[src/btsa_pkg.sv]
`timescale 1ns / 1ps
// ----------------------------------------------------------------------------
// btsa_pkg
// shared types and constants for the bounded top score archive
// ----------------------------------------------------------------------------
package btsa_pkg;

   localparam int CAPACITY = 16;
   localparam int IDX_W    = $clog2(CAPACITY);
   localparam int CNT_W    = 5;
   localparam int REC_W    = 112;

   localparam logic OP_INSERT = 1'b0;
   localparam logic OP_QUERY  = 1'b1;

   typedef struct packed {
      logic        [15:0] handle;
      logic signed [31:0] fitness;
      logic signed [31:0] novelty;
      logic        [31:0] generation;
   } rec_type;

   typedef enum logic [2:0] {
      ST_IDLE,
      ST_CHECK,
      ST_MIN,
      ST_SHIFT,
      ST_PUT,
      ST_MAX,
      ST_OUT
   } state_type;

endpackage

[src/btsa_ram.sv]
`timescale 1ns / 1ps
// ----------------------------------------------------------------------------
// btsa_ram
// generic simple dual port ram, one write and one registered read
// ----------------------------------------------------------------------------
module btsa_ram #(
   parameter int WIDTH = 8,
   parameter int DEPTH = 16
) (
   input  logic                     clock,
   input  logic                     wr_en,
   input  logic [$clog2(DEPTH)-1:0] wr_addr,
   input  logic [WIDTH-1:0]         wr_data,
   input  logic                     rd_en,
   input  logic [$clog2(DEPTH)-1:0] rd_addr,
   output logic [WIDTH-1:0]         rd_data
);

   logic [WIDTH-1:0] mem_ff [DEPTH];

   always_ff @(posedge clock) begin
      if (wr_en) begin
         mem_ff[wr_addr] <= wr_data;
      end
      if (rd_en) begin
         rd_data <= mem_ff[rd_addr];
      end
   end

endmodule

[src/bounded_top_score_archive.sv]
`timescale 1ns / 1ps
// ----------------------------------------------------------------------------
// bounded_top_score_archive
// archive of up to sixteen records in one ram, evicting the lowest score
// an insert runs a check, then per eviction round a score scan and a shift
// unless the victim is the new record, then a put unless the new record was
// evicted, a fitness scan and one result; the scans use the one ram read port;
// a query runs a fitness scan per result, or none when it wants none or none
// are held; busy is high for the whole item; rsp_strobe cannot be held
// reset clears the count and sets the limit to 16; the ram is not cleared
// ----------------------------------------------------------------------------
module bounded_top_score_archive
   import btsa_pkg::*;
(
   input  logic                clock,
   input  logic                reset,
   input  logic                start,
   output logic                busy,
   input  logic                req_opcode,
   input  logic [15:0]         req_program_handle,
   input  logic signed [31:0]  req_fitness_in,
   input  logic signed [31:0]  req_novelty_in,
   input  logic [31:0]         req_generation_in,
   input  logic [4:0]          req_want_count,
   input  logic                csr_valid,
   output logic                csr_ready,
   input  logic [4:0]          csr_max_entries,
   output logic                rsp_strobe,
   output logic [4:0]          rsp_stored_count,
   output logic                rsp_found,
   output logic [15:0]         rsp_handle_out,
   output logic signed [31:0]  rsp_fitness_out,
   output logic signed [31:0]  rsp_novelty_out,
   output logic [31:0]         rsp_generation_out,
   output logic                rsp_last
);

   state_type          state_ff, state_in;
   logic [CNT_W-1:0]   count_ff, count_in;
   logic [4:0]         max_ff;
   rec_type            newr_ff, newr_in;
   logic               alive_ff, alive_in;
   logic [CNT_W-1:0]   idx_ff, idx_in;
   logic               rv_ff, rv_in;
   logic [IDX_W-1:0]   ri_ff, ri_in;
   logic               have_ff, have_in;
   logic signed [32:0] low_ff, low_in;
   logic [IDX_W-1:0]   bidx_ff, bidx_in;
   rec_type            best_ff, best_in;
   logic [CAPACITY-1:0] used_ff, used_in;
   logic [CNT_W-1:0]   k_ff, k_in;
   logic [CNT_W-1:0]   n_ff, n_in;

   logic               mem_we;
   logic [IDX_W-1:0]   mem_wa;
   logic [REC_W-1:0]   mem_wd;
   logic [REC_W-1:0]   mem_rd;
   logic               issue;
   logic               scan_done;
   rec_type            rd_rec;
   logic signed [32:0] rd_score;
   logic signed [32:0] new_score;
   logic [CNT_W-1:0]   lim;
   logic [CNT_W:0]     total;
   logic               over;
   logic [CNT_W-1:0]   qn;
   logic               take_min;
   logic               evict_new;
   logic               take_max;
   logic               is_last;

   btsa_ram #(
      .WIDTH (REC_W),
      .DEPTH (CAPACITY)
   ) u_store (
      .clock   (clock),
      .wr_en   (mem_we),
      .wr_addr (mem_wa),
      .wr_data (mem_wd),
      .rd_en   (issue),
      .rd_addr (idx_ff[IDX_W-1:0]),
      .rd_data (mem_rd)
   );

   assign rd_rec    = rec_type'(mem_rd);
   assign rd_score  = {rd_rec.fitness[31], rd_rec.fitness}
                    + {rd_rec.novelty[31], rd_rec.novelty};
   assign new_score = {newr_ff.fitness[31], newr_ff.fitness}
                    + {newr_ff.novelty[31], newr_ff.novelty};
   assign lim = (max_ff == '0) ? CNT_W'(1)
              : ((max_ff > CNT_W'(CAPACITY)) ? CNT_W'(CAPACITY) : max_ff);
   assign total = {1'b0, count_ff} + {{CNT_W{1'b0}}, alive_ff};
   assign over  = total > {1'b0, lim};
   assign qn    = (req_want_count > count_ff) ? count_ff : req_want_count;
   assign issue = (state_ff == ST_MIN || state_ff == ST_SHIFT || state_ff == ST_MAX)
                  && (idx_ff < count_ff);
   assign scan_done = !issue && !rv_ff;
   assign take_min  = rv_ff && (!have_ff || rd_score <= low_ff);
   assign evict_new = alive_ff && (!have_ff || new_score <= low_ff);
   assign take_max  = rv_ff && !used_ff[ri_ff]
                      && (!have_ff || rd_rec.fitness > best_ff.fitness);
   assign is_last   = ({1'b0, k_ff} + 6'd1) >= {1'b0, n_ff};

   // next state
   always_comb begin
      state_in = state_ff;
      case (state_ff)
         ST_IDLE: begin
            if (start) begin
               if (req_opcode == OP_INSERT) begin
                  state_in = ST_CHECK;
               end else if (qn == '0) begin
                  state_in = ST_OUT;
               end else begin
                  state_in = ST_MAX;
               end
            end
         end
         ST_CHECK: begin
            if (over) begin
               state_in = ST_MIN;
            end else if (alive_ff) begin
               state_in = ST_PUT;
            end else begin
               state_in = ST_MAX;
            end
         end
         ST_MIN: begin
            if (scan_done) begin
               state_in = evict_new ? ST_CHECK : ST_SHIFT;
            end
         end
         ST_SHIFT: begin
            if (scan_done) begin
               state_in = ST_CHECK;
            end
         end
         ST_PUT:  state_in = ST_MAX;
         ST_MAX: begin
            if (scan_done) begin
               state_in = ST_OUT;
            end
         end
         ST_OUT:  state_in = is_last ? ST_IDLE : ST_MAX;
         default: state_in = ST_IDLE;
      endcase
   end

   // datapath and outputs
   always_comb begin
      count_in = count_ff;
      newr_in  = newr_ff;
      alive_in = alive_ff;
      idx_in   = idx_ff;
      rv_in    = 1'b0;
      ri_in    = idx_ff[IDX_W-1:0];
      have_in  = have_ff;
      low_in   = low_ff;
      bidx_in  = bidx_ff;
      best_in  = best_ff;
      used_in  = used_ff;
      k_in     = k_ff;
      n_in     = n_ff;
      mem_we   = 1'b0;
      mem_wa   = ri_ff - IDX_W'(1);
      mem_wd   = mem_rd;
      if (issue) begin
         idx_in = idx_ff + CNT_W'(1);
         rv_in  = 1'b1;
      end
      case (state_ff)
         ST_IDLE: begin
            k_in    = '0;
            used_in = '0;
            have_in = 1'b0;
            idx_in  = '0;
            if (start) begin
               newr_in.handle     = req_program_handle;
               newr_in.fitness    = req_fitness_in;
               newr_in.novelty    = req_novelty_in;
               newr_in.generation = req_generation_in;
               alive_in = (req_opcode == OP_INSERT);
               n_in     = (req_opcode == OP_INSERT) ? CNT_W'(1) : qn;
            end
         end
         ST_CHECK: begin
            idx_in  = '0;
            have_in = 1'b0;
            k_in    = '0;
            used_in = '0;
            n_in    = CNT_W'(1);
         end
         ST_MIN: begin
            if (take_min) begin
               low_in  = rd_score;
               bidx_in = ri_ff;
               have_in = 1'b1;
            end
            if (scan_done) begin
               if (evict_new) begin
                  alive_in = 1'b0;
               end else begin
                  idx_in = {1'b0, bidx_ff} + CNT_W'(1);
               end
            end
         end
         ST_SHIFT: begin
            mem_we = rv_ff;
            if (scan_done) begin
               count_in = count_ff - CNT_W'(1);
            end
         end
         ST_PUT: begin
            mem_we   = 1'b1;
            mem_wa   = count_ff[IDX_W-1:0];
            mem_wd   = newr_ff;
            count_in = count_ff + CNT_W'(1);
            alive_in = 1'b0;
            idx_in   = '0;
            have_in  = 1'b0;
         end
         ST_MAX: begin
            if (take_max) begin
               best_in = rd_rec;
               bidx_in = ri_ff;
               have_in = 1'b1;
            end
         end
         ST_OUT: begin
            if (have_ff) begin
               used_in[bidx_ff] = 1'b1;
            end
            k_in    = k_ff + CNT_W'(1);
            idx_in  = '0;
            have_in = 1'b0;
         end
         default: ;
      endcase
   end

   always_ff @(posedge clock) begin
      if (reset) begin
         state_ff <= ST_IDLE;
         count_ff <= '0;
         max_ff   <= 5'd16;
         alive_ff <= 1'b0;
         rv_ff    <= 1'b0;
         have_ff  <= 1'b0;
      end else begin
         state_ff <= state_in;
         count_ff <= count_in;
         alive_ff <= alive_in;
         rv_ff    <= rv_in;
         have_ff  <= have_in;
         if (csr_valid && csr_ready) begin
            max_ff <= csr_max_entries;
         end
      end
   end

   always_ff @(posedge clock) begin
      newr_ff <= newr_in;
      idx_ff  <= idx_in;
      ri_ff   <= ri_in;
      low_ff  <= low_in;
      bidx_ff <= bidx_in;
      best_ff <= best_in;
      used_ff <= used_in;
      k_ff    <= k_in;
      n_ff    <= n_in;
   end

   assign busy               = (state_ff != ST_IDLE);
   assign csr_ready          = 1'b1;
   assign rsp_strobe         = (state_ff == ST_OUT);
   assign rsp_stored_count   = count_ff;
   assign rsp_found          = have_ff;
   assign rsp_handle_out     = have_ff ? best_ff.handle : '0;
   assign rsp_fitness_out    = have_ff ? best_ff.fitness : '0;
   assign rsp_novelty_out    = have_ff ? best_ff.novelty : '0;
   assign rsp_generation_out = have_ff ? best_ff.generation : '0;
   assign rsp_last           = is_last;

endmodule

[config.mk]
export PLATFORM = sky130hd
export DESIGN_NAME = bounded_top_score_archive
export DESIGN_NICKNAME = d
export VERILOG_FILES = /design/src/btsa_pkg.sv /design/src/btsa_ram.sv /design/src/bounded_top_score_archive.sv
export SDC_FILE = /design/constraint.sdc
export NUM_CORES = 2
export LEC_CHECK = 0
export ABC_AREA = 1
export BUFFER_PORTS_ARGS = -buffer_cell sky130_fd_sc_hd__buf_2
export CAP_MARGIN = 15
export CORE_MARGIN = 5
export CORE_UTILIZATION = 30
export DETAILED_ROUTE_END_ITERATION = 10
export HOLD_SLACK_MARGIN = 0.02
export PLACE_DENSITY = 0.42
export SLEW_MARGIN = 20
export SYNTH_ARGS = -nofsm -noshare
export SYNTH_HDL_FRONTEND = slang
export SYNTH_SLANG_ARGS = --single-unit
[constraint.sdc]
create_clock -name clock -period 6.6 [get_ports clock]
set_clock_uncertainty 0.15 [all_clocks]
set_input_delay 0.66 -clock clock [delete_from_list [all_inputs] [get_ports clock]]
set_output_delay 0.66 -clock clock [all_outputs]
set_load 0.02 [all_outputs]
# After elaboration in Yosys (flattened, before gate mapping)
# Memory sizes are Yosys's and may differ from the RTL's. A register that Yosys moved wholly into a read port is not among the register bits.
# Index checks and enable logic that the tools add are counted.
[totals]
regBits = 312
latchBits = 0
ramBits = 1792
romBits = 0
input_bits = 127
elab_cells = 147
memories = 1
[op_classes]
n_addsub = 10
mul = 0
div = 0
order_cmp = 11
n_eq_ne = 14
shifts = 0
muxes = 50
bitwise_logic = 2
reduce_logical = 38
[mem_list]
columns = ["memory", "depth", "word_bits", "read_ports", "rd_ports_with_merged_regs", "write_ports", "line_no", "source"]
rows = [
  ["u_store.mem_ff", 16, 112, 1, 1, 1, "btsa_ram.sv:19", "logic [WIDTH-1:0] mem_ff [DEPTH];"],
]
[ops]
columns = ["cell", "count"]
rows = [
  ["112-bit 2-to-1 mux", 1],
  ["32-bit 2-to-1 mux", 3],
  ["32-bit by 32-bit adder with 33-bit output", 2],
  ["33-bit <= comparator", 2],
  ["5-bit 2-to-1 mux", 9],
  ["5-bit one-hot mux with 2 select lines", 4],
  ["32-bit > comparator", 1],
  ["16-bit 2-to-1 mux", 2],
  ["16-bit one-hot mux with 2 select lines", 1],
  ["3-bit 2-to-1 mux", 7],
  ["3-bit one-hot mux with 7 select lines", 1],
  ["16-bit OR", 1],
  ["5-bit by 1-bit adder with 5-bit output (second input constant)", 3],
  ["2-bit inequality test (second input constant)", 7],
  ["4-bit 2-to-1 mux", 3],
  ["2-bit AND reduction", 6],
  ["1-bit 2-to-1 mux", 11],
  ["5-bit zero test", 2],
  ["4-bit by 5-bit < comparator with 1-bit output (second input constant)", 2],
  ["3-bit == test (second input constant)", 3],
  ["3-bit nonzero test", 3],
  ["4-bit one-hot mux with 2 select lines", 1],
  ["4-bit AND reduction", 2],
  ["2-bit nonzero test", 4],
  ["other kinds (27)", 44],
]

# Logic depth before layout (Yosys ltp)
[depth]
depth_word = 8
mapped_depth = 27
mapped_depth_nobuf = 27

# Modules after synthesis
# Synthesis repeated with hierarchy kept, for this count alone.
[unflattened]
hier_cells = 9606
area_unflattened_um2 = 99424.1
[modules_own_cells]
columns = ["module", "instances", "cells_each", "area_per_inst_um2"]
rows = [
  ["btsa_ram", 1, 7347, 79904.1],
  ["bounded_top_score_archive", 1, 2259, 19520.0],
]

# Least setup slack after synthesis
# OpenSTA, ideal clock, no wires.
[synth_timing]
path_kind = "register to register"
startpoint = "register ri_ff[0]"
endpoint = "memory u_store.mem_ff[3][0] (netlist name), enable pin"
setup_time_ns = 0.584
arrival_time_ns = 6.188
required_time_ns = 5.866
setup_slack_ns = -0.323
path_stages_with_launch = 9
synth_period_minus_slack_ns = 6.923
cell_sequence = "dfxtp_1 buf_2 inv_1 buf_2 ha_1 or2_2 o21ai_1 nand3_1 nor2_1"
[synth_between]
elab_chain_cells = 2
[synth_lines]
columns = ["element", "line_no", "source"]
rows = [
  ["start, declared", "bounded_top_score_archive.sv:45", "logic [IDX_W-1:0] ri_ff, ri_in;"],
  ["start signal, assigned", "bounded_top_score_archive.sv:264", "ri_ff <= ri_in;"],
  ["4-bit by 1-bit subtractor with 4-bit output", "bounded_top_score_archive.sv:165", "mem_wa = ri_ff - IDX_W'(1);"],
  ["4-bit 2-to-1 mux", "bounded_top_score_archive.sv:171", "case (state_ff)"],
  ["end, declared", "btsa_ram.sv:19", ""],
]
# Every way passes these cells.

# Worst setup path after layout
[layout_timing]
startpoint = "register u_store.rd_data[32] (read register of u_store.mem_ff)"
endpoint = "register low_ff[14], enable pin"
[layout_between]
elab_chain_cells = 5
[layout_lines]
columns = ["element", "line_no", "source"]
rows = [
  ["start, declared", "btsa_ram.sv:16", "output logic [WIDTH-1:0] rd_data"],
  ["32-bit by 32-bit adder with 33-bit output", "bounded_top_score_archive.sv:87", "+ {rd_rec.novelty[31], rd_rec.novelty};"],
  ["net rd_score[32]", "bounded_top_score_archive.sv:61", "logic signed [32:0] rd_score;"],
  ["33-bit <= comparator", "bounded_top_score_archive.sv:98", "assign take_min = rv_ff && (!have_ff || rd_score <= low_ff);"],
  ["1-bit logical OR", "bounded_top_score_archive.sv:98", ""],
  ["1-bit logical AND", "bounded_top_score_archive.sv:98", ""],
  ["2-bit AND reduction (no source line)", "n/a", ""],
  ["end signal, assigned", "bounded_top_score_archive.sv:265", "low_ff <= low_in;"],
  ["end, declared", "bounded_top_score_archive.sv:47", "logic signed [32:0] low_ff, low_in;"],
]
# The timed path passes the listed nets, and every way through them passes these cells.
# A chain may end at the register's enable or synchronous reset.

==> results.toml <==
[grt]
grtUsageTotal = 0.175
use_met1 = 0.257
first_global_vias = 56800
grt_pass1_wl_um = 412000
grt_use_met3 = 0.0205
top_usage_layer = "met2"
antenna_found_initial = 8
grt.overflow.total = 0
grt_max_degree = 188
use_met2 = 0.277

[synthesis]
ys.flop_type = "edfxtp_1"
synth-edff-count = 2191
syn_avg_cell_area_um2 = 13.1
synth-async-reset-ratio = 0
synth_top_area_cell = "edfxtp_1"
synth_top_area_frac = 0.713
ys_seq_elements = 2216
synth_most_common_cell = "edfxtp_1"
postSynthCellCount = 7042
yosys-top-cells-area = "edfxtp_1 71%, nor2_1 4.6%, nand2_1 3.8%"
synth_commonest_cells = "2191 x edfxtp_1, 1120 x nor2_1, 936 x nand2_1"
synth_nets = 7365
synth_warnings = 0
synth_cell_type_count = 59
syn_area_um2 = 92300
yosysSeqAreaShare = 0.718

[timing]
setup_viol = 0
worst_slew_pin_slew_ns = 1.06
rsz0062_at_grt = "false"
slew_violations = 0
slew_headroom = 0.289
fin_crit_sh = 0.778
hold_viol = 0
fmax_mhz = 195
timing.final.crit_period_ns = 5.13

[min_path]
min_from = "req_want_count[3]"
hold_class = "in2reg"

[power]
power_w = 0.0462
powerDensity_nw_per_um2 = 429
ir_drop_uv = 302
p_leak_nw = 37.0

[setup_path]
rr_worst_depth = 26
startpoint_type = "flop"
critPathMaxStageDelay_ns = 0.42
crit_path_max_fanout = 33
cpMostUsedCell = "nand3_1"
crit_path_top_delay_cell = "buf_4"
cp-startpoint = "u_store.rd_data[32]"
cp-endpoint = "low_ff[14]"
crit_type = "reg2reg"
crit_arrival_ns = 5.46
r2r_slack_ns = 1.47
reg2reg_to = "low_ff[14]"
required_ns = 6.92
crit_path_end_kind = "flop"
rr_startpoint = "u_store.rd_data[32]"

[final_layout]
fin_util = 0.352
drive_gt1_frac = 0.103
nNetsFinal = 7724
area_delta_synth_final_pct = 16.6

[floorplanning]
core_um2 = 306000
pin_count = 249
die_area_um2 = 319000
die_y_um = 565
start_util = 0.302
die_w_um = 565
rows = 203

[detailed_routing]
vias_per_cell = 4.98
vias = 58200
first_pass_iters = 5
drc = 0
drt_iter0_markers = 5093
routedWlPerCell_um = 24.6
drt-total-wl_um = 288000
ant_nets = 0

[flow_run]
maxCapViolations = 0

[clock_tree]
cts_resized = 0
cts_buffer_depth = 4
clkTransAtPathRegs_ns = 0.06
cts_htree_levels = 5
cts_tree = "done"
root_buffer = "clkbuf_16"
numClockSinks = 2216
cts_buffers = 264
clkLatencyLatePin_ns = 0.86
cts_setup_buffers = 0

[place]
portBuffers = 247
globalplace.congestion = 0.840
dp_hpwl_um = 160000

[run_status]
status = "finished clean"
==> where the power goes <==
part	switching (W)	internal (W)	leakage [nW]
clock network	0.00581	0.00811	3.95
logic	0.00918	0.00310	13.0
registers	0.000777	0.0192	20.1
total	0.0158	0.0304	37.0
==> per-stage QoR <==
stage,setup TNS (ns),area [um^2],setup slack (ns),std cells,hold slack [ns]
final,0,108000,1.47,11700,0.125
after CTS,0,108000,1.38,11700,0.0464
after global routing,0,108000,1.06,11700,0.112
after global placement,0,98300,1.38,11100,0.287
after detailed placement,0,98300,1.40,11100,0.292
after floorplan,-397.83,92300,-0.323,7042,0.200
==> cell families (layout without fill, tap and decap cells) <==
group                      count (synthesis)  count (layout)  share of synthesized area
and+or+nand+nor                         2378            2378                      0.102
buffers and inverters                    733            1279                     0.0357
xor gates and xnor gates                  75              75                    0.00711
other                                      1               7                  0.0000406
DFF                                     2216            2216                      0.718
muxes                                    178             178                     0.0193
adders and majority gates                196             196                     0.0268
AOI/OAI and AO/OA                       1265            1265                     0.0906
==> layout by cell type (no fill, tap or decap), types with 56 or more instances in the layout <==
master	instances
clkbuf_16	269
dlygate4sd3_1	132
o21ai_0	529
o221ai_1	179
nor2_1	1102
inv_1	330
ha_1	193
buf_2	247
buf_4	56
nand2_1	936
o32ai_1	271
clkbuf_1	74
nand3_1	253
edfxtp_1	2191
mux2i_1	178
a21oi_1	167
==> layout make-up <==
| class | instances | area [um^2] |
|---|---|---|
| fillers | 29800 | 198000 |
| flip-flops and latches | 2216 | 66300 |
| multi-input cells | 4093 | 22900 |
| clock buffers | 346 | 7050 |
| well taps | 4100 | 5130 |
| repair buffers | 480 | 3880 |
| inverters | 346 | 1360 |
| clock inverters | 107 | 1060 |
| diodes | 6 | 15.0 |
==> routing by layer <==
metal | routed length (um) | vias to the layer above
met5 | 7 | -
met4 | 5820 | 2
met3 | 13100 | 365
met2 | 131000 | 1537
met1 | 138000 | 29700
li1 | - | 26600
==> repair_timing <==
item,4_1_cts,5_1_grt
hold buffers,132,0
endpoints found under the hold margin,124,0
endpoints found under the setup margin,0,0
==> worst max-delay path, delay by kind of cell (launching register included) <==
kind	cells	cell delay (ns)
fa+ha+maj	3	0.98
compound gates	3	0.46
simple gates	15	2.02
flops	1	0.38
buf+inv	5	0.69
==> worst min-delay path by stage <==
| stage | to | slack [ns] | cells after the start |
|---|---|---|---|
| floorplan | ri_ff[2] | 0.20 | 0 |
| global route | n_ff[3] | 0.11 | 5 |
| finish | n_ff[3] | 0.13 | 5 |
| global placement | best_ff[102] | 0.29 | 0 |
| detailed placement | best_ff[102] | 0.29 | 0 |
| CTS | n_ff[3] | 0.05 | 5 |
==> flip-flops by register name (all words and copies together) (netlist names) <==
register	cells
newr_ff	112
rsp_found	1
k_ff	5
rv_ff	1
best_ff	112
state_ff	3
ri_ff	4
low_ff	33
max_ff	5
n_ff	5
used_ff	16
u_store.rd_data	112
bidx_ff	4
u_store.mem_ff	1792
idx_ff	5
alive_ff	1
rsp_stored_count	5
Note: power is estimated with default switching activity, not from simulation.
